File: config.mk
export PLATFORM = sky130hd
export DESIGN_NAME = strict_priority_multi_queue_flat
export DESIGN_NICKNAME = d
export VERILOG_FILES = /design/src/hdl/spq_pkg.sv /design/src/hdl/spq_channels.sv /design/src/hdl/spq_regs.sv /design/src/hdl/spq_ctrl.sv /design/src/hdl/spq_datapath.sv /design/src/hdl/strict_priority_multi_queue.sv /design/src/flat_wrapper.sv
export SDC_FILE = /design/constraint.sdc
export NUM_CORES = 2
export LEC_CHECK = 0
export ABC_AREA = 1
export BUFFER_PORTS_ARGS = -buffer_cell sky130_fd_sc_hd__buf_2
export CORE_MARGIN = 1.5
export CORE_UTILIZATION = 40
export DETAILED_ROUTE_END_ITERATION = 10
export PLACE_DENSITY = 0.66
export SYNTH_ARGS = -nofsm -noshare
export SYNTH_HDL_FRONTEND = slang
export SYNTH_SLANG_ARGS = --single-unit
File: constraint.sdc
create_clock -name i_clk -period 4.96 [get_ports i_clk]
set_clock_uncertainty 0.15 [all_clocks]
set_input_delay 0.496 -clock i_clk [delete_from_list [all_inputs] [get_ports i_clk]]
set_output_delay 0.496 -clock i_clk [all_outputs]
set_load 0.1 [all_outputs]
File: src/hdl/spq_pkg.sv
// shared types, widths and codes for the strict priority multi-queue
package spq_pkg;

    // default sizes handed to the top level parameters
    localparam int NUM_LEVELS_DEF  = 8;
    localparam int QUEUE_DEPTH_DEF = 16;

    // request and response field widths
    localparam int KIND_W   = 2;
    localparam int TID_W    = 16;
    localparam int PRIO_W   = 4;
    localparam int TOTC_W   = 8;
    localparam int LVLC_W   = 5;
    localparam int STATUS_W = 2;

    // configuration port
    localparam int CFG_W     = 4;
    localparam int PDATA_W   = 32;
    localparam int PADDR_W   = 3;
    localparam logic [CFG_W-1:0] LEVELS_RST = 4'd8;
    localparam logic             REG_LEVELS = 1'b0;

    // request kinds, any other code acts as a peek
    localparam logic [KIND_W-1:0] KIND_PEEK = 2'd0;
    localparam logic [KIND_W-1:0] KIND_PUSH = 2'd1;
    localparam logic [KIND_W-1:0] KIND_POP  = 2'd2;

    // response status codes
    localparam logic [STATUS_W-1:0] ST_OK        = 2'd0;
    localparam logic [STATUS_W-1:0] ST_POP_EMPTY = 2'd1;
    localparam logic [STATUS_W-1:0] ST_PUSH_FULL = 2'd2;
    localparam logic [STATUS_W-1:0] ST_BAD_PRIO  = 2'd3;

    // which levels the occupancy and head pointer memories are read at
    typedef enum logic [1:0] {
        ADDR_OP,
        ADDR_REPORT,
        ADDR_SWEEP
    } t_addr_sel;

    // controller to datapath commands
    typedef struct packed {
        logic      latch;
        t_addr_sel addr_sel;
        logic      op_lock;
        logic      modify;
        logic      report_lock;
        logic      rep_read;
        logic      build;
        logic      sum_clear;
        logic      sum_add;
    } t_cmd;

    // datapath to controller status
    typedef struct packed {
        logic sweep_last;
        logic out_free;
    } t_sts;

endpackage

File: src/hdl/spq_channels.sv
// request and response channel interfaces
interface spq_req_if;
    logic                        valid;
    logic                        ready;
    logic [spq_pkg::KIND_W-1:0]  kind;
    logic [spq_pkg::TID_W-1:0]   task_id;
    logic [spq_pkg::PRIO_W-1:0]  priority_req;

    modport source (output valid, kind, task_id, priority_req, input ready);
    modport sink   (input valid, kind, task_id, priority_req, output ready);
endinterface

interface spq_rsp_if;
    logic                         valid;
    logic                         ready;
    logic                         head_valid;
    logic [spq_pkg::TID_W-1:0]    head_task_id;
    logic [spq_pkg::PRIO_W-1:0]   head_priority;
    logic [spq_pkg::TOTC_W-1:0]   total_count;
    logic [spq_pkg::LVLC_W-1:0]   level_count;
    logic [spq_pkg::STATUS_W-1:0] status;

    modport source (output valid, head_valid, head_task_id, head_priority, total_count,
                    level_count, status, input ready);
    modport sink   (input valid, head_valid, head_task_id, head_priority, total_count,
                    level_count, status, output ready);
endinterface

File: src/hdl/spq_regs.sv
// apb configuration register holding the number of active levels
module spq_regs (
    input  logic                          i_clk,
    input  logic                          i_rst_n,
    input  logic                          psel,
    input  logic                          penable,
    input  logic                          pwrite,
    input  logic [spq_pkg::PADDR_W-1:0]   paddr,
    input  logic [spq_pkg::PDATA_W-1:0]   pwdata,
    output logic [spq_pkg::PDATA_W-1:0]   prdata,
    output logic                          pready,
    output logic [spq_pkg::CFG_W-1:0]     o_levels,
    output logic                          o_cfg_wr
);

    logic [spq_pkg::CFG_W-1:0] r_levels;
    logic                      w_hit;

    // register decode, word index from the upper address bit
    assign w_hit    = (paddr[spq_pkg::PADDR_W-1] == spq_pkg::REG_LEVELS);
    assign o_cfg_wr = psel && penable && pwrite && w_hit;
    assign pready   = 1'b1;

    // levels in use register
    always_ff @(posedge i_clk) begin
        if (!i_rst_n) begin
            r_levels <= spq_pkg::LEVELS_RST;
        end else if (o_cfg_wr) begin
            r_levels <= pwdata[spq_pkg::CFG_W-1:0];
        end
    end

    // read back
    assign prdata   = w_hit ? spq_pkg::PDATA_W'(r_levels) : '0;
    assign o_levels = r_levels;

endmodule

File: src/hdl/spq_ctrl.sv
// sequencing state machine for requests and the total count recount
module spq_ctrl (
    input  logic          i_clk,
    input  logic          i_rst_n,
    input  logic          i_valid,
    input  logic          i_cfg_wr,
    input  spq_pkg::t_sts i_sts,
    output logic          o_ready,
    output spq_pkg::t_cmd o_cmd
);

    typedef enum logic [2:0] {
        S_IDLE,
        S_OP,
        S_MOD,
        S_REP,
        S_HRD,
        S_OUT,
        S_SWP_RD,
        S_SWP_ADD
    } t_state;

    t_state r_state, n_state;
    logic   r_dirty, n_dirty;

    assign o_ready = (r_state == S_IDLE) && !r_dirty && !i_cfg_wr;

    // command decode and next state
    always_comb begin
        o_cmd          = '0;
        o_cmd.addr_sel = spq_pkg::ADDR_OP;
        n_state        = r_state;
        n_dirty        = r_dirty;
        case (r_state)
            S_IDLE: begin
                if (r_dirty) begin
                    o_cmd.sum_clear = 1'b1;
                    n_dirty         = 1'b0;
                    n_state         = S_SWP_RD;
                end else if (i_valid && o_ready) begin
                    o_cmd.latch = 1'b1;
                    n_state     = S_OP;
                end
            end
            S_OP: begin
                o_cmd.addr_sel = spq_pkg::ADDR_OP;
                o_cmd.op_lock  = 1'b1;
                n_state        = S_MOD;
            end
            S_MOD: begin
                o_cmd.modify = 1'b1;
                n_state      = S_REP;
            end
            S_REP: begin
                o_cmd.addr_sel    = spq_pkg::ADDR_REPORT;
                o_cmd.report_lock = 1'b1;
                n_state           = S_HRD;
            end
            S_HRD: begin
                o_cmd.addr_sel = spq_pkg::ADDR_REPORT;
                o_cmd.rep_read = 1'b1;
                n_state        = S_OUT;
            end
            // keep the report reads steady while the output register is busy
            S_OUT: begin
                o_cmd.addr_sel = spq_pkg::ADDR_REPORT;
                o_cmd.rep_read = 1'b1;
                if (i_sts.out_free) begin
                    o_cmd.build = 1'b1;
                    n_state     = S_IDLE;
                end
            end
            S_SWP_RD: begin
                o_cmd.addr_sel = spq_pkg::ADDR_SWEEP;
                n_state        = S_SWP_ADD;
            end
            S_SWP_ADD: begin
                o_cmd.addr_sel = spq_pkg::ADDR_SWEEP;
                o_cmd.sum_add  = 1'b1;
                n_state        = i_sts.sweep_last ? S_IDLE : S_SWP_RD;
            end
            default: begin
                n_state = S_IDLE;
            end
        endcase
        // a register write always forces a recount
        if (i_cfg_wr) begin
            n_dirty = 1'b1;
        end
    end

    // state and recount flag
    always_ff @(posedge i_clk) begin
        if (!i_rst_n) begin
            r_state <= S_IDLE;
            r_dirty <= 1'b0;
        end else begin
            r_state <= n_state;
            r_dirty <= n_dirty;
        end
    end

endmodule

File: src/hdl/spq_datapath.sv
// queue storage, per-level counters, level scan and response register
module spq_datapath #(
    parameter int NUM_LEVELS  = spq_pkg::NUM_LEVELS_DEF,
    parameter int QUEUE_DEPTH = spq_pkg::QUEUE_DEPTH_DEF
) (
    input  logic                           i_clk,
    input  logic                           i_rst_n,
    input  spq_pkg::t_cmd                  i_cmd,
    output spq_pkg::t_sts                  o_sts,
    input  logic [spq_pkg::CFG_W-1:0]      i_levels,
    input  logic [spq_pkg::KIND_W-1:0]     i_kind,
    input  logic [spq_pkg::TID_W-1:0]      i_task_id,
    input  logic [spq_pkg::PRIO_W-1:0]     i_priority_req,
    input  logic                           i_out_ready,
    output logic                           o_out_valid,
    output logic                           o_head_valid,
    output logic [spq_pkg::TID_W-1:0]      o_head_task_id,
    output logic [spq_pkg::PRIO_W-1:0]     o_head_priority,
    output logic [spq_pkg::TOTC_W-1:0]     o_total_count,
    output logic [spq_pkg::LVLC_W-1:0]     o_level_count,
    output logic [spq_pkg::STATUS_W-1:0]   o_status
);

    localparam int LVL_W  = $clog2(NUM_LEVELS);
    localparam int PTR_W  = $clog2(QUEUE_DEPTH);
    localparam int OCC_W  = $clog2(QUEUE_DEPTH + 1);
    localparam int ENT    = NUM_LEVELS * QUEUE_DEPTH;
    localparam int ADDR_W = $clog2(ENT);
    localparam int TOT_W  = $clog2(ENT + 1);
    localparam int ACT_W  = LVL_W + 1;
    localparam int CMP_W  = (ACT_W > spq_pkg::PRIO_W) ? ACT_W : spq_pkg::PRIO_W;
    localparam int PRI_X  = LVL_W + spq_pkg::PRIO_W;

    // memories
    logic [spq_pkg::TID_W-1:0] store_mem [ENT];
    logic [OCC_W-1:0]          occ_mem   [NUM_LEVELS];
    logic [PTR_W-1:0]          head_mem  [NUM_LEVELS];

    // per-level flags
    logic [NUM_LEVELS-1:0] r_lvl_valid;
    logic [NUM_LEVELS-1:0] r_nonempty;

    // latched request and step results
    logic [spq_pkg::KIND_W-1:0] r_kind;
    logic [spq_pkg::TID_W-1:0]  r_tid;
    logic [spq_pkg::PRIO_W-1:0] r_prio;
    logic [LVL_W-1:0]           r_op_lvl;
    logic                       r_pop_any;
    logic [LVL_W-1:0]           r_rep_lvl;
    logic                       r_rep_any;
    logic                       r_full;
    logic [spq_pkg::TID_W-1:0]  r_pop_tid;
    logic [OCC_W-1:0]           r_lvl_cnt;
    logic [TOT_W-1:0]           r_total;
    logic [LVL_W-1:0]           r_idx;

    // registered read data
    logic [OCC_W-1:0]           r_occ_rd;
    logic                       r_occ_vld;
    logic [PTR_W-1:0]           r_head_rd;
    logic                       r_head_vld;
    logic [spq_pkg::TID_W-1:0]  r_store_rd;

    // response register
    logic                         r_out_valid;
    logic                         r_head_valid;
    logic [spq_pkg::TID_W-1:0]    r_head_tid;
    logic [spq_pkg::PRIO_W-1:0]   r_head_pri;
    logic [spq_pkg::TOTC_W-1:0]   r_tot_out;
    logic [spq_pkg::LVLC_W-1:0]   r_lvl_out;
    logic [spq_pkg::STATUS_W-1:0] r_status;

    logic [CMP_W-1:0]          w_act;
    logic                      w_prio_ok;
    logic [LVL_W-1:0]          w_prio_idx;
    logic [NUM_LEVELS-1:0]     w_elig;
    logic [LVL_W-1:0]          w_top;
    logic                      w_any;
    logic [LVL_W-1:0]          w_occ_addr;
    logic [LVL_W-1:0]          w_head_addr;
    logic [OCC_W-1:0]          w_occ;
    logic [PTR_W-1:0]          w_head;
    logic [OCC_W:0]            w_slot_sum;
    logic [PTR_W-1:0]          w_slot;
    logic [PTR_W-1:0]          w_head_nxt;
    logic                      w_push_eff;
    logic                      w_pop_eff;
    logic [LVL_W-1:0]          w_st_lvl;
    logic [ADDR_W-1:0]         w_st_base;
    logic [ADDR_W-1:0]         w_st_wbase;
    logic [ADDR_W-1:0]         w_st_rd_addr;
    logic [ADDR_W-1:0]         w_st_wr_addr;
    logic                      w_idx_act;
    logic                      w_out_free;
    logic [PRI_X-1:0]          w_pop_pri;
    logic [PRI_X-1:0]          w_rep_pri;
    logic [TOT_W+spq_pkg::TOTC_W-1:0] w_tot_x;
    logic [OCC_W+spq_pkg::LVLC_W-1:0] w_cnt_x;

    // active level count and priority check
    always_comb begin
        if (CMP_W'(i_levels) < CMP_W'(NUM_LEVELS)) begin
            w_act = CMP_W'(i_levels);
        end else begin
            w_act = CMP_W'(NUM_LEVELS);
        end
    end
    assign w_prio_ok  = (r_prio != '0) && (CMP_W'(r_prio) <= w_act);
    assign w_prio_idx = LVL_W'(r_prio - 1'b1);

    // priority encoder over non-empty active levels, highest wins
    always_comb begin
        w_top = '0;
        w_any = 1'b0;
        for (int i = 0; i < NUM_LEVELS; i++) begin
            w_elig[i] = r_nonempty[i] && (CMP_W'(i) < w_act);
            if (w_elig[i]) begin
                w_top = LVL_W'(i);
                w_any = 1'b1;
            end
        end
    end

    // read address selection for the level memories
    always_comb begin
        case (i_cmd.addr_sel)
            spq_pkg::ADDR_OP: begin
                w_occ_addr  = (r_kind == spq_pkg::KIND_POP) ? w_top : w_prio_idx;
                w_head_addr = w_occ_addr;
            end
            spq_pkg::ADDR_REPORT: begin
                w_occ_addr  = w_prio_idx;
                w_head_addr = w_top;
            end
            default: begin
                w_occ_addr  = r_idx;
                w_head_addr = r_idx;
            end
        endcase
    end

    // read data, unwritten levels read as empty with head zero
    assign w_occ  = r_occ_vld ? r_occ_rd : '0;
    assign w_head = r_head_vld ? r_head_rd : '0;

    // tail slot and head advance with wrap
    assign w_slot_sum = (OCC_W+1)'(w_head) + (OCC_W+1)'(w_occ);
    always_comb begin
        if (w_slot_sum >= (OCC_W+1)'(QUEUE_DEPTH)) begin
            w_slot = PTR_W'(w_slot_sum - (OCC_W+1)'(QUEUE_DEPTH));
        end else begin
            w_slot = PTR_W'(w_slot_sum);
        end
    end
    assign w_head_nxt = (w_head == PTR_W'(QUEUE_DEPTH - 1)) ? '0 : w_head + 1'b1;

    // effective operations during the modify step
    assign w_push_eff = (r_kind == spq_pkg::KIND_PUSH) && w_prio_ok &&
                        (w_occ != OCC_W'(QUEUE_DEPTH));
    assign w_pop_eff  = (r_kind == spq_pkg::KIND_POP) && r_pop_any;

    // task store addressing
    assign w_st_lvl     = i_cmd.rep_read ? r_rep_lvl : r_op_lvl;
    assign w_st_base    = ADDR_W'(w_st_lvl) * ADDR_W'(QUEUE_DEPTH);
    assign w_st_wbase   = ADDR_W'(r_op_lvl) * ADDR_W'(QUEUE_DEPTH);
    assign w_st_rd_addr = w_st_base + ADDR_W'(w_head);
    assign w_st_wr_addr = w_st_wbase + ADDR_W'(w_slot);

    // memory ports
    always_ff @(posedge i_clk) begin
        r_occ_rd   <= occ_mem[w_occ_addr];
        r_occ_vld  <= r_lvl_valid[w_occ_addr];
        r_head_rd  <= head_mem[w_head_addr];
        r_head_vld <= r_lvl_valid[w_head_addr];
        r_store_rd <= store_mem[w_st_rd_addr];
        if (i_cmd.modify && w_push_eff) begin
            store_mem[w_st_wr_addr] <= r_tid;
            occ_mem[r_op_lvl]       <= w_occ + 1'b1;
            head_mem[r_op_lvl]      <= w_head;
        end else if (i_cmd.modify && w_pop_eff) begin
            occ_mem[r_op_lvl]  <= w_occ - 1'b1;
            head_mem[r_op_lvl] <= w_head_nxt;
        end
    end

    // level flags and running total
    assign w_idx_act = CMP_W'(r_idx) < w_act;
    always_ff @(posedge i_clk) begin
        if (!i_rst_n) begin
            r_lvl_valid <= '0;
            r_nonempty  <= '0;
            r_total     <= '0;
            r_idx       <= '0;
        end else begin
            if (i_cmd.modify && w_push_eff) begin
                r_lvl_valid[r_op_lvl] <= 1'b1;
                r_nonempty[r_op_lvl]  <= 1'b1;
                r_total               <= r_total + 1'b1;
            end else if (i_cmd.modify && w_pop_eff) begin
                r_lvl_valid[r_op_lvl] <= 1'b1;
                r_nonempty[r_op_lvl]  <= (w_occ != OCC_W'(1));
                r_total               <= r_total - 1'b1;
            end else if (i_cmd.sum_clear) begin
                r_total <= '0;
                r_idx   <= '0;
            end else if (i_cmd.sum_add) begin
                if (w_idx_act) begin
                    r_total <= r_total + TOT_W'(w_occ);
                end
                r_idx <= r_idx + 1'b1;
            end
        end
    end

    // request and step capture
    always_ff @(posedge i_clk) begin
        if (i_cmd.latch) begin
            r_kind <= i_kind;
            r_tid  <= i_task_id;
            r_prio <= i_priority_req;
        end
        if (i_cmd.op_lock) begin
            r_op_lvl  <= w_occ_addr;
            r_pop_any <= w_any;
        end
        if (i_cmd.modify) begin
            r_full <= (r_kind == spq_pkg::KIND_PUSH) && w_prio_ok &&
                      (w_occ == OCC_W'(QUEUE_DEPTH));
        end
        if (i_cmd.report_lock) begin
            r_pop_tid <= r_store_rd;
            r_rep_lvl <= w_top;
            r_rep_any <= w_any;
        end
        if (i_cmd.rep_read) begin
            r_lvl_cnt <= w_prio_ok ? w_occ : '0;
        end
    end

    // response fields, counts masked to the field widths
    assign w_pop_pri = PRI_X'(r_op_lvl) + 1'b1;
    assign w_rep_pri = PRI_X'(r_rep_lvl) + 1'b1;
    assign w_tot_x   = (TOT_W+spq_pkg::TOTC_W)'(r_total);
    assign w_cnt_x   = (OCC_W+spq_pkg::LVLC_W)'(r_lvl_cnt);
    assign w_out_free = !r_out_valid || i_out_ready;

    // response register
    always_ff @(posedge i_clk) begin
        if (!i_rst_n) begin
            r_out_valid <= 1'b0;
        end else if (i_cmd.build) begin
            r_out_valid <= 1'b1;
        end else if (i_out_ready) begin
            r_out_valid <= 1'b0;
        end
    end

    always_ff @(posedge i_clk) begin
        if (i_cmd.build) begin
            if (r_kind == spq_pkg::KIND_POP) begin
                r_head_valid <= r_pop_any;
                r_head_tid   <= r_pop_any ? r_pop_tid : '0;
                r_head_pri   <= r_pop_any ? w_pop_pri[spq_pkg::PRIO_W-1:0] : '0;
            end else begin
                r_head_valid <= r_rep_any;
                r_head_tid   <= r_rep_any ? r_store_rd : '0;
                r_head_pri   <= r_rep_any ? w_rep_pri[spq_pkg::PRIO_W-1:0] : '0;
            end
            r_tot_out <= w_tot_x[spq_pkg::TOTC_W-1:0];
            r_lvl_out <= w_cnt_x[spq_pkg::LVLC_W-1:0];
            if (!w_prio_ok) begin
                r_status <= spq_pkg::ST_BAD_PRIO;
            end else if ((r_kind == spq_pkg::KIND_POP) && !r_pop_any) begin
                r_status <= spq_pkg::ST_POP_EMPTY;
            end else if (r_full) begin
                r_status <= spq_pkg::ST_PUSH_FULL;
            end else begin
                r_status <= spq_pkg::ST_OK;
            end
        end
    end

    assign o_sts.sweep_last = (r_idx == LVL_W'(NUM_LEVELS - 1));
    assign o_sts.out_free   = w_out_free;

    assign o_out_valid     = r_out_valid;
    assign o_head_valid    = r_head_valid;
    assign o_head_task_id  = r_head_tid;
    assign o_head_priority = r_head_pri;
    assign o_total_count   = r_tot_out;
    assign o_level_count   = r_lvl_out;
    assign o_status        = r_status;

    // a non-empty level always has its memory entries written
    a_nonempty_written: assert property (@(posedge i_clk) disable iff (!i_rst_n)
        (r_nonempty & ~r_lvl_valid) == '0)
        else $error("non-empty level without written counters");

    // a response is loaded only into a free output register
    a_build_free: assert property (@(posedge i_clk) disable iff (!i_rst_n)
        i_cmd.build |-> w_out_free)
        else $error("response overwrites a pending response");

    // the scanned top level really holds tasks when a pop is carried out
    a_pop_occupied: assert property (@(posedge i_clk) disable iff (!i_rst_n)
        (i_cmd.modify && w_pop_eff) |-> (w_occ != '0))
        else $error("pop from a level whose count is zero");

    // the total follows each accepted push
    a_push_total: assert property (@(posedge i_clk) disable iff (!i_rst_n)
        (i_cmd.modify && w_push_eff) |=> (r_total == $past(r_total) + 1'b1))
        else $error("total count not raised by push");

    // the total follows each pop
    a_pop_total: assert property (@(posedge i_clk) disable iff (!i_rst_n)
        (i_cmd.modify && w_pop_eff) |=> (r_total == $past(r_total) - 1'b1))
        else $error("total count not lowered by pop");

endmodule

File: src/hdl/strict_priority_multi_queue.sv
// top level of the strict priority multi-queue
// One request is handled at a time: from acceptance to the response being loaded
// into the output register it passes a chain of registered reads through the
// per-level occupancy and head pointer memories and the task store (look up the
// target level, modify it, look up the new head and the requested level count,
// read the head task). A pending response does not stop the next request from
// being accepted, but it holds back the next response and so any later request.
// After any write to the levels_in_use register the total count is recounted by
// a sweep over all levels that adds up the active ones, during which no request
// is accepted. Pushes to a full level are dropped, pops with no active level
// holding a task report status 1, and a priority of zero or above the active
// level count reports status 3, which takes precedence over the other codes.
module strict_priority_multi_queue #(
    parameter int NUM_LEVELS  = spq_pkg::NUM_LEVELS_DEF,
    parameter int QUEUE_DEPTH = spq_pkg::QUEUE_DEPTH_DEF
) (
    input  logic                        i_clk,
    input  logic                        i_rst_n,
    spq_req_if.sink                     i_req,
    spq_rsp_if.source                   o_rsp,
    input  logic                        psel,
    input  logic                        penable,
    input  logic                        pwrite,
    input  logic [spq_pkg::PADDR_W-1:0] paddr,
    input  logic [spq_pkg::PDATA_W-1:0] pwdata,
    output logic [spq_pkg::PDATA_W-1:0] prdata,
    output logic                        pready
);

    spq_pkg::t_cmd             w_cmd;
    spq_pkg::t_sts             w_sts;
    logic [spq_pkg::CFG_W-1:0] w_levels;
    logic                      w_cfg_wr;

    // configuration register
    spq_regs u_regs (
        .i_clk    (i_clk),
        .i_rst_n  (i_rst_n),
        .psel     (psel),
        .penable  (penable),
        .pwrite   (pwrite),
        .paddr    (paddr),
        .pwdata   (pwdata),
        .prdata   (prdata),
        .pready   (pready),
        .o_levels (w_levels),
        .o_cfg_wr (w_cfg_wr)
    );

    // sequencer
    spq_ctrl u_ctrl (
        .i_clk    (i_clk),
        .i_rst_n  (i_rst_n),
        .i_valid  (i_req.valid),
        .i_cfg_wr (w_cfg_wr),
        .i_sts    (w_sts),
        .o_ready  (i_req.ready),
        .o_cmd    (w_cmd)
    );

    // storage and response path
    spq_datapath #(
        .NUM_LEVELS  (NUM_LEVELS),
        .QUEUE_DEPTH (QUEUE_DEPTH)
    ) u_dp (
        .i_clk           (i_clk),
        .i_rst_n         (i_rst_n),
        .i_cmd           (w_cmd),
        .o_sts           (w_sts),
        .i_levels        (w_levels),
        .i_kind          (i_req.kind),
        .i_task_id       (i_req.task_id),
        .i_priority_req  (i_req.priority_req),
        .i_out_ready     (o_rsp.ready),
        .o_out_valid     (o_rsp.valid),
        .o_head_valid    (o_rsp.head_valid),
        .o_head_task_id  (o_rsp.head_task_id),
        .o_head_priority (o_rsp.head_priority),
        .o_total_count   (o_rsp.total_count),
        .o_level_count   (o_rsp.level_count),
        .o_status        (o_rsp.status)
    );

endmodule
File: src/flat_wrapper.sv
// flat-port wrapper written by rule: the top's interface ports become plain ports
module strict_priority_multi_queue_flat 
#(
    parameter int NUM_LEVELS  = spq_pkg::NUM_LEVELS_DEF,
    parameter int QUEUE_DEPTH = spq_pkg::QUEUE_DEPTH_DEF
)
  (i_clk, i_rst_n, psel, penable, pwrite, paddr, pwdata, prdata, pready, i_req_valid, i_req_kind, i_req_task_id, i_req_priority_req, i_req_ready, o_rsp_valid, o_rsp_head_valid, o_rsp_head_task_id, o_rsp_head_priority, o_rsp_total_count, o_rsp_level_count, o_rsp_status, o_rsp_ready);
  spq_req_if i_req_i ();
  spq_rsp_if o_rsp_i ();
  input  logic i_clk;
  input  logic i_rst_n;
  input  logic psel;
  input  logic penable;
  input  logic pwrite;
  input  logic [spq_pkg::PADDR_W-1:0] paddr;
  input  logic [spq_pkg::PDATA_W-1:0] pwdata;
  output logic [spq_pkg::PDATA_W-1:0] prdata;
  output logic pready;
  input wire logic [$bits(i_req_i.valid)-1:0] i_req_valid;
  input wire logic [$bits(i_req_i.kind)-1:0] i_req_kind;
  input wire logic [$bits(i_req_i.task_id)-1:0] i_req_task_id;
  input wire logic [$bits(i_req_i.priority_req)-1:0] i_req_priority_req;
  output wire logic [$bits(i_req_i.ready)-1:0] i_req_ready;
  output wire logic [$bits(o_rsp_i.valid)-1:0] o_rsp_valid;
  output wire logic [$bits(o_rsp_i.head_valid)-1:0] o_rsp_head_valid;
  output wire logic [$bits(o_rsp_i.head_task_id)-1:0] o_rsp_head_task_id;
  output wire logic [$bits(o_rsp_i.head_priority)-1:0] o_rsp_head_priority;
  output wire logic [$bits(o_rsp_i.total_count)-1:0] o_rsp_total_count;
  output wire logic [$bits(o_rsp_i.level_count)-1:0] o_rsp_level_count;
  output wire logic [$bits(o_rsp_i.status)-1:0] o_rsp_status;
  input wire logic [$bits(o_rsp_i.ready)-1:0] o_rsp_ready;
  assign i_req_i.valid = i_req_valid;
  assign i_req_i.kind = i_req_kind;
  assign i_req_i.task_id = i_req_task_id;
  assign i_req_i.priority_req = i_req_priority_req;
  assign i_req_ready = i_req_i.ready;
  assign o_rsp_valid = o_rsp_i.valid;
  assign o_rsp_head_valid = o_rsp_i.head_valid;
  assign o_rsp_head_task_id = o_rsp_i.head_task_id;
  assign o_rsp_head_priority = o_rsp_i.head_priority;
  assign o_rsp_total_count = o_rsp_i.total_count;
  assign o_rsp_level_count = o_rsp_i.level_count;
  assign o_rsp_status = o_rsp_i.status;
  assign o_rsp_i.ready = o_rsp_ready;
  strict_priority_multi_queue #(.NUM_LEVELS(NUM_LEVELS), .QUEUE_DEPTH(QUEUE_DEPTH)) u_core (.i_clk(i_clk), .i_rst_n(i_rst_n), .i_req(i_req_i), .o_rsp(o_rsp_i), .psel(psel), .penable(penable), .pwrite(pwrite), .paddr(paddr), .pwdata(pwdata), .prdata(prdata), .pready(pready));
endmodule
==> flow_results.org <==
** Route
- In the routed design, unresolved DRC markers number 0.
- Using the TritonRoute via totals, the vias-per-cell ratio works out to 5.67.
- The first detailed-routing pass ran for 8 iterations.
- Post-detailed-route count of antenna-violating nets :: 0
- The detailed router finished its first iteration with 8207 violations.
- After detailed routing, the average wire length per cell comes to 23.5 um.
- The detailed router placed 59700 vias in this run.
- Wires add up to 247000 um.

** Finish
- Diodes inserted :: 0
- The final layout contains 7425 nets.
- Flip-flop and latch area :: 67600 um2
- Area growth syn-to-layout :: 13.0%
- Proportion of layout cells with a drive suffix above 1 :: 9.24%
- In the final layout, the multi-input gates occupy 20500 um2.
- Final core utilization :: 45.4%
- Number of fillers in the final layout :: 19800

** Synthesis
- Each instance of the synthesized netlist takes up on average 12.6 um2.
- Async set-reset flop share out of synthesis :: 0%
- Among all flip-flop cells after synthesis, the most frequent one is sky130_fd_sc_hd__edfxtp_1.
- The commonest cells after synthesis are 2208 x sky130_fd_sc_hd__edfxtp_1, 1488 x sky130_fd_sc_hd__nand2_1, 903 x sky130_fd_sc_hd__nand3_1.
- Number of distinct library cell variants in the gate-level netlist after synthesis :: 47
- Sequential elements use 74.0% of the synthesized area.
- Yosys warning count :: 0
- Synthesis produced a netlist whose cell count is 7234.
- EDFF count, synth :: 2208
- The synthesized netlist occupies a cell area of 91200 um2.
- Synthesis inferred 2271 register bits.
- By instance count, the leading cell after synthesis is sky130_fd_sc_hd__edfxtp_1.
- Area leader, netlist :: sky130_fd_sc_hd__edfxtp_1
- Cells taking the most area after synthesis :: sky130_fd_sc_hd__edfxtp_1 73%, sky130_fd_sc_hd__nand2_1 6.1%, sky130_fd_sc_hd__nand3_1 5.0%
- Share of Yosys cell area claimed by the top area cell type :: 72.7%

** CTS
- The tree is rooted in a sky130_fd_sc_hd__clkbuf_16.
- CTS sink count :: 2271
- Number of levels the H-tree was split into :: 4
- Clock tree synthesis inserted a total of 219 buffers.
- After clock tree synthesis, the setup repair step added 0 buffers.
- Clock transition at the registers of the reported paths :: 0.06 ns
- Counting along the longest clock path gives a buffer depth of 3.
- TritonCTS built the clock tree.
- Later-pin clock latency in the skew report :: 0.86 ns

** Critical path
- Largest stage delay, worst path :: 0.72 ns
- Critical setup path kind :: reg2reg
- STA classifies the critical path startpoint as a flop.
- Total buffers and inverters traversed by the critical path :: 4
- Arrival time at the worst endpoint :: 4.97 ns
- Counting cells, the worst reg-to-reg path comes to 11.
- Most frequent CP cell :: sky130_fd_sc_hd__nand2_1
- In this run the worst path has a maximum fanout of 32.
- STA classifies the critical path endpoint as a flop.
- At the worst endpoint, the required time is 5.35 ns.
- Number of logic stages on the critical path including buffering :: 11
- Cell at the slowest stage of the critical path :: sky130_fd_sc_hd__inv_1
- Crit-path leading delay family :: simple AND/OR/NAND/NOR gates
- Traced cell by cell, the critical path runs through nand2_4 -> inv_8 -> ha_1 -> a31oi_1 -> inv_1 -> nand2_1 -> nand2_1 -> inv_1 -> nand2_1 -> nor2_1 -> buf_4.

** Placed design
- # port buffers :: 75
- Pre-CTS setup slack :: 0.407 ns
- At the end of routability-driven placement, the weighted congestion stood at 0.912.
- Detailed placement ended at an HPWL of 136000 um.

** Die
- Core area :: 227000 um2
- For this design the top-level I/O count stands at 135.
- The die covers 231000 um2.
- In this run the core area contains 175 standard-cell rows.
- In this run the vertical extent of the chip is 481 um.
- The die is 481 um wide.
- The initial utilization of the core area, before any placement, comes to 40.2%.

** Timing
- Measured against its own limit, the worst slew margin works out to 17.0%.
- Across all setup checks in the final design, the least slack found is 0.386 ns.
- Setup violations remaining at the end of the flow were counted as 0.
- Tmin final :: 4.57 ns
- In the finished design, the share of the clock period the worst path needs comes to 92.2%.
- Setup repair after global routing left no endpoint under its margin.
- Slew at the pin with the worst max-slew slack :: 1.24 ns
- Count of endpoints failing hold in the final timing report :: 0
- Slew Limit Fails :: 0
- Post-Route Setup TNS :: 0 ns
- Maximum frequency from static timing analysis :: 219 MHz

** Power and ir drop
- VDD sags by at most 0.362 mV.
- Power density normalized to cell area :: 520 nW/um2
- Leak :: 35.2 nW

** Global route
- The first global-routing pass estimated 363000 um of wire.
- Entering global routing, the biggest net connects 187 pins.
- The number of antenna violations at the first check in global routing is 5.
- Global routing finished with a remaining overflow of 0.
- The via count of the first global-routing pass is 56000.
- GRT Total Usage :: 20.8%

** Min path
- Along the worst hold path, the cell count comes to 4.
- The tightest min-delay check is of the in2reg type.

** Job
- The tool flagged a number of max-cap violations equal to 0.

** Status
- Outcome :: finished clean
## worst register-to-register path, cell delays in order (launching register included)
cell	delay (ns)
sky130_fd_sc_hd__dfxtp_1	0.60
sky130_fd_sc_hd__nand2_4	0.28
sky130_fd_sc_hd__inv_8	0.33
sky130_fd_sc_hd__ha_1	0.30
sky130_fd_sc_hd__a31oi_1	0.17
sky130_fd_sc_hd__inv_1	0.07
sky130_fd_sc_hd__nand2_1	0.06
sky130_fd_sc_hd__nand2_1	0.25
sky130_fd_sc_hd__inv_1	0.72
sky130_fd_sc_hd__nand2_1	0.47
sky130_fd_sc_hd__nor2_1	0.56
sky130_fd_sc_hd__buf_4	0.31
## cells by family (layout without fill, tap and decap cells)
logic type	Yosys count	after routing	share of synthesized area, %
fa+ha+maj	26	26	0.373
compound gates	1144	1144	8.05
simple gates	2975	2975	13.6
other cells	2	29	0.00823
buf+inv	795	1052	3.69
xor+xnor	21	21	0.202
flops	2271	2271	74.0
## area by class of cell
type	count	share of cell area [%]
repair buffers	362	2.86
inverters	286	1.07
multi-input cells	4195	19.9
well taps	3009	3.65
clock inverters	131	1.35
clock buffers	273	5.64
flip-flops and latches	2271	65.5
## placed cells by master (no fill, tap or decap), types with 33 or more instances in the layout
cell                            synthesis  routed
sky130_fd_sc_hd__o221ai_1              56      56
sky130_fd_sc_hd__clkinv_2               0      37
sky130_fd_sc_hd__clkbuf_1             248      44
sky130_fd_sc_hd__nor2_1               542     540
sky130_fd_sc_hd__inv_1                271     269
sky130_fd_sc_hd__dlygate4sd3_1          0      33
sky130_fd_sc_hd__a21oi_1               74      74
sky130_fd_sc_hd__clkinv_1               2      42
sky130_fd_sc_hd__dfxtp_1               63      63
sky130_fd_sc_hd__clkbuf_16              0     222
sky130_fd_sc_hd__o21ai_0              253     253
sky130_fd_sc_hd__nand3_1              903     903
sky130_fd_sc_hd__o211ai_1             214     214
sky130_fd_sc_hd__edfxtp_1            2208    2208
sky130_fd_sc_hd__buf_2                177      75
sky130_fd_sc_hd__buf_4                 43     227
sky130_fd_sc_hd__nand2_1             1488    1485
sky130_fd_sc_hd__a311oi_1              37      37
sky130_fd_sc_hd__o22ai_1              461     461
## metal layers
| metal | global-route usage (%) | part of all wire, % | up-vias |
|---|---|---|---|
| met5 | 0 | 0.012 | - |
| met4 | 8.39 | 4.1 | 4 |
| met3 | 4.27 | 10 | 483 |
| met2 | 31.9 | 45 | 3023 |
| met1 | 29.0 | 40 | 29500 |
| li1 | - | - | 26600 |
## flip-flops by register name, indices dropped and copies added (netlist names), 2 cells and up
register,flops
u_core.u_dp.r_idx,3
u_core.u_dp.r_lvl_cnt,5
u_core.u_dp.r_nonempty,8
u_core.u_dp.r_total,8
u_core.u_dp.o_total_count,8
u_core.u_dp.r_rep_lvl,3
u_core.u_dp.r_occ_rd,5
u_core.u_ctrl.r_state,3
u_core.u_dp.r_kind,2
u_core.u_dp.r_op_lvl,3
u_core.u_regs.o_levels,4
u_core.u_dp.r_tid,16
u_core.u_dp.r_lvl_valid,8
u_core.u_dp.store_mem,2048
u_core.u_dp.r_head_rd,4
u_core.u_dp.o_status,2
u_core.u_dp.occ_mem,40
u_core.u_dp.r_pop_tid,16
u_core.u_dp.o_head_priority,4
u_core.u_dp.r_prio,4
u_core.u_dp.o_level_count,5
u_core.u_dp.r_store_rd,16
u_core.u_dp.head_mem,32
u_core.u_dp.o_head_task_id,16
## what timing repair did
item | 4_1_cts | 5_1_grt
endpoints found under the setup margin | 0 | 0
hold buffers | 33 | 0
resized for setup | 0 | 0
hold endpoints to repair | 41 | 0
## metrics by stage
stage / cell area [um2] / hold WS (ns) / total power [W] / std cells
final: 103000 / 0.126 / 0.0536 / 10500
after CTS: 103000 / 0.0584 / 0.0535 / 10500
after floorplan: 91300 / 0.250 / 0.0316 / 7261
after detailed placement: 95500 / 0.255 / 0.0369 / 10100
after global routing: 103000 / 0.138 / 0.0554 / 10500
after global placement: 95500 / 0.256 / 0.0367 / 10100
## power breakdown
group	total, W	internal (W)	switching, W	leakage, nW
logic	0.0140	0.00332	0.0107	11.3
registers	0.0229	0.0225	0.000328	20.4
clock network	0.0167	0.00956	0.00718	3.48
total	0.0536	0.0354	0.0182	35.2
## path summary, 6_finish.rpt
check                                         start                                endpoint  slack, ns
max                  u_core.u_dp.r_head_vld$_DFF_P_  u_core.u_dp.store_mem[34][0]$_DFFE_PP_       0.39
min                                            psel  u_core.u_regs.o_levels[0]$_SDFFE_PN0P_       0.13
max reg2reg          u_core.u_dp.r_head_vld$_DFF_P_  u_core.u_dp.store_mem[34][0]$_DFFE_PP_       0.39
min reg2reg  u_core.u_dp.r_lvl_cnt[3]$_SDFFCE_PP0N_  u_core.u_dp.o_level_count[3]$_DFFE_PP_       0.27
(Power assumes the default switching activity.)
